===== src/hdl/dlp_ram.sv =====
// Generic single-port-write, single-port-read RAM with a registered read.
// No dependencies.
`timescale 1ns / 1ps
module dlp_ram #(
  parameter int Width = 8,
  parameter int Depth = 16
) (
  input  logic                     clk,
  input  logic                     we,
  input  logic [$clog2(Depth)-1:0] waddr,
  input  logic [Width-1:0]         wdata,
  input  logic [$clog2(Depth)-1:0] raddr,
  output logic [Width-1:0]         rdata
);
  logic [Width-1:0] mem [Depth];
  always_ff @(posedge clk) begin
    if (we) mem[waddr] <= wdata;
    rdata <= mem[raddr];
  end
endmodule


===== config.mk =====
export PLATFORM = sky130hd
export DESIGN_NAME = dlp_ram
export DESIGN_NICKNAME = d
export VERILOG_FILES = /design/src/hdl/dlp_ram.sv
export SDC_FILE = /design/constraint.sdc
export NUM_CORES = 1
export LEC_CHECK = 0
export BUFFER_PORTS_ARGS = -buffer_cell sky130_fd_sc_hd__buf_4
export CAP_MARGIN = 20
export CORE_UTILIZATION = 60
export DETAILED_ROUTE_END_ITERATION = 12
export MAX_ROUTING_LAYER = met4
export PLACE_DENSITY = 0.78
export SYNTH_ARGS = -nofsm -noshare
export SYNTH_HDL_FRONTEND = slang
export SYNTH_SLANG_ARGS = --single-unit

===== constraint.sdc =====
create_clock -name clk -period 3.44 [get_ports clk]
set_clock_uncertainty 0.15 [all_clocks]
set_input_delay 0 -clock clk [delete_from_list [all_inputs] [get_ports clk]]
set_output_delay 0 -clock clk [all_outputs]
set_load 0.02 [all_outputs]

Yosys cells after proc, flatten, opt, wreduce, memory -nomap -nowiden
Memories as Yosys holds them, arrays and structs flattened. A register that Yosys moved wholly into a read port is not among the register bits. Cells that the tools add are included.

Input bits: 18. Latch bits: 0. Output and inout port bits: 8. Memory bits (read-only): 0. Bits in writable memories: 128. Flip-flop bits (word level): 0. Memories kept: 1. Logic and storage cells: 3.

Bitwise gates (word level): 0. Equal/unequal tests: 0. $lt $le $gt $ge: 0. Div/mod/pow operators: 0. $add $sub $neg: 0. Shifts and indexed selects: 0. Reduce and logical (&&, ||, !) cells: 0. Muxes and demuxes: 2. $mul: 0.

Memories: mem (depth 16, width 8, read ports 1, clocked after memory_dff 1, write ports 1, RTL line 15) `logic [Width-1:0] mem [Depth];`.

Operators by type and width (count): $mux W1 (2).

Longest topological paths before layout
Depth in word-level cells: 2. Gate-level depth with buffers: 5. Mapped depth without buffers: 3.

Worst setup path after synthesis
Ideal clock, no wire load.

Kind: input port to flip-flop. From: in waddr[2]. To: mem mem[0][0], enable pin. Slack: 1.797 ns. Arrival time: 1.110 ns. Stages: 2. Library setup time: 0.383 ns. Cell sequence: or3b_2 -> nor3_1.

RTL lines: start: declaration (RTL line 10) `input logic [$clog2(Depth)-1:0] waddr,`; end: declaration (RTL line 15).

No word-level cell before the write port.

==> parameters.txt <==
Parameter                              Value

Outcome
  Run status    completed

Clock network
  CTS H-tree lvls    4
  Worst-skew pair later-pin latency    0.51 ns
  CTS Root Cell    clkbuf_8
  Clk buf depth    2
  Number of buffers created by CTS    17
  TritonCTS clock tree    done
  Clock transition at path regs    0.07 ns
  Clock sink count    136
  Resized cells post-CTS    0

Routing
  Met3 layer wire length in the routed design    660 um
  Vias per Instance    6.19
  Drt wl/cell    24.6 um
  Post-route DRC violation count    0
  Post-Route WL    9920 um
  Routed via count    2500
  Met1 Wirelength    4250 um
  Number of iterations in the first detailed-routing pass    5
  Remaining antenna violation count    0
  Violation count after the first detailed-routing iteration    251
  Amount of wire on met2 after detailed routing    4840 um
  Uppermost signal routing layer after detailed routing    met4

Timing
  Total negative slack for setup checks    0 ns
  Number of slew-limit violations in the final report    0
  Final Worst Setup Slack    1.30 ns
  Actual transition at the worst max-transition pin    1.07 ns
  Post-route fraction of the period consumed by the critical path    62.3%
  Final period demand of the worst path    2.14 ns
  Number of hold-slack violations in the final timing report    0
  Worst max-slew margin expressed relative to the limit    28.6%
  Final setup vio count    0
  Fmax achieved    0.467 GHz
  Setup repair after global routing missed its margin    no

Die
  Area of the die    8950 um2
  Ports    26
  Vertical die dimension    94.6 um
  Number of rows created at floorplan    33
  Core region area    8260 um2
  DIE WIDTH    94.6 um
  Starting utilization of the core area    62.3%

Synthesis
  Synth cell types    19
  EDFF count, synth    128
  Cells taking the most area after synthesis    edfxtp_1, mux4_2, mux4_1
  Xor-xnor portion of the synthesized cell area    0%
  Share of the synthesized area in the top cell type    74.7%
  Share of the synthesized area in compound gates (AO/OA/AOI/OAI)    2.33%
  Post-synth top cells    edfxtp_1, mux4_2, a22oi_1
  Number of warnings reported in the yosys synthesis log    0
  Commonest register cell after synthesis    edfxtp_1
  Share of synthesized registers carrying an async set or reset    0%
  Post-synthesis mux area share    15.0%
  Average footprint of a synthesized cell    22.5 um2
  Seq cells post-synth    136
  Library cell with the highest instance count after synthesis    edfxtp_1
  Fraction of the mapped netlist area in adder cells    0%
  Post-synthesis cell count    229
  Largest area contributor in the synthesized netlist    edfxtp_1
  Simple-gate portion of the synthesized area    3.18%
  Area of the mapped netlist    5150 um2
  Synthesized netlist net count    247
  Sequential area share after synthesis    77.8%
  Main combinational cell family by area after synthesis    multiplexers

GRT
  GR Overflow Total    0
  Number of antenna violations at the first check in global routing    0
  All-layer global routing usage    25.9%
  Via count of the first global-routing pass    2565
  Maximum number of pins on one net before global-route repair    33
  Global-route wire length before repair    14800 um

Worst setup path
  Startpoint of the worst-slack reg-to-reg timing path    mem[1][3]
  Worst-path fanout max    8
  Worst Setup Start Kind    input port
  Arrival time of data at the critical path endpoint    2.45 ns
  Critical Path Slowest Stage Cell    dlygate4sd3_1
  Crit path from    raddr[2]
  Worst Path Buf+Inv    4
  Family with the most delay on the worst path    buffers and inverters
  Worst Path Class, Setup    input port to flip-flop
  Most frequent cell on the critical path    dlygate4sd3_1
  Cells along the critical path    dlygate4sd3_1, buf_4, nor2_1, dlygate4sd3_1, a22oi_1, dlygate4sd3_1, nand2_1
  CP required    3.75 ns
  Largest incremental delay on the critical path    0.81 ns
  Nature of the critical path endpoint    flip-flop
  Worst setup slack for register-to-register paths    1.47 ns

Power
  Switching power as a share of total power    21.3%
  Power after layout    3890 uW
  Fraction of power consumed by sequential logic    47.9%
  Relative contribution of combinational cells to total power    5.2%
  Net switching power    831 uW
  Total power divided by cell area    627 nW/um2
  Peak VDD IR    0.490 mV
  P_leak    0.00210 uW
  Clock power frac    46.9%
  Internal power contribution    3060 uW

Finish
  Number of nets in the finished design    304
  Utilization after layout    75.2%
  Diodes inserted    0
  Share of layout cells above drive strength 1    26.8%
  Area Growth Syn to Fin    20.6%

Place
  DP Worst Slack    1.61 ns
  Weighted congestion reported at the end of routability-driven placement    0.779
  Total of buffers placed on input and output ports    25
  Detailed placer's ending HPWL    5690 um

Worst hold path
  Startpoint of the most critical hold path    we
  Min-Delay Path Class    input port to flip-flop

Job
  # Max-Cap Violations    0
-- flip-flops by register name, summed over array words and instances, names as in the netlist --
register and cells:
rdata 8, mem 128
-- final cells by class --
| class | instances | area (um2) |
|---|---|---|
| Sequential cell | 136 | 4000 |
| Fill cell | 473 | 2050 |
| Multi-Input combinational cell | 83 | 1060 |
| Clock buffer | 17 | 414 |
| Timing Repair Buffer | 48 | 408 |
| Clock inverter | 15 | 193 |
| Tap cell | 105 | 131 |
-- power groups by stage --
stage	sequential [uW]	combinational [uW]	clock (uW)
after detailed placement	1900	183	0
after global routing	1870	215	1910
final	1870	201	1830
after floorplan	1910	94.0	0
after global placement	1900	179	0
after CTS	1870	201	1840
-- path summary, 6_finish.rpt --
kind,to,cells after the start
max,rdata[3],7
min,mem[7][6],3
max reg2reg,rdata[3],4
min reg2reg,rdata[6],3
-- timing repair --
item                                   CTS  global route
endpoints found under the hold margin  192             0
setup buffers                            0             0
hold buffers                            19             0
-- cells by family after synthesis --
kind of cell	after synthesis
buf+inv	10
simple gates	35
compound gates	16
flops	136
mux	32
-- worst register-to-register path, stage by stage, from the launching register on --
cell and delay [ns]:
edfxtp_1 0.38, mux4_1 0.52, a22oi_1 0.19, dlygate4sd3_1 0.57
nand2_1 0.05
-- cells in the final DEF, fill, tap and decap left out, types with 2 or more instances in the layout --
cell	instances
nand2_1	9
nor2_1	13
clkbuf_16	16
inv_6	3
mux4_1	14
dlygate4sd3_1	19
clkinv_4	4
edfxtp_1	128
bufinv_16	3
nor3_1	4
dfxtp_1	8
nand2b_1	2
buf_4	29
mux4_2	18
nand3b_1	2
clkinvlp_4	4
a22oi_1	16
-- through the flow --
step                      hold slack (ns)  std cells  instance area (um2)
after floorplan                   -0.0511        229                 5150
after global placement              0.156        352                 5400
after detailed placement            0.162        353                 5410
after CTS                          0.0256        404                 6210
after global routing               0.0838        404                 6210
final                              0.0457        404                 6210
-- per-layer routing --
layer	track usage, %	vias up
met5	-	-
met4	12.8	0
met3	6.12	12
met2	37.5	119
met1	35.0	1274
li1	-	1095
Note: power is estimated with default switching activity, not from simulation.
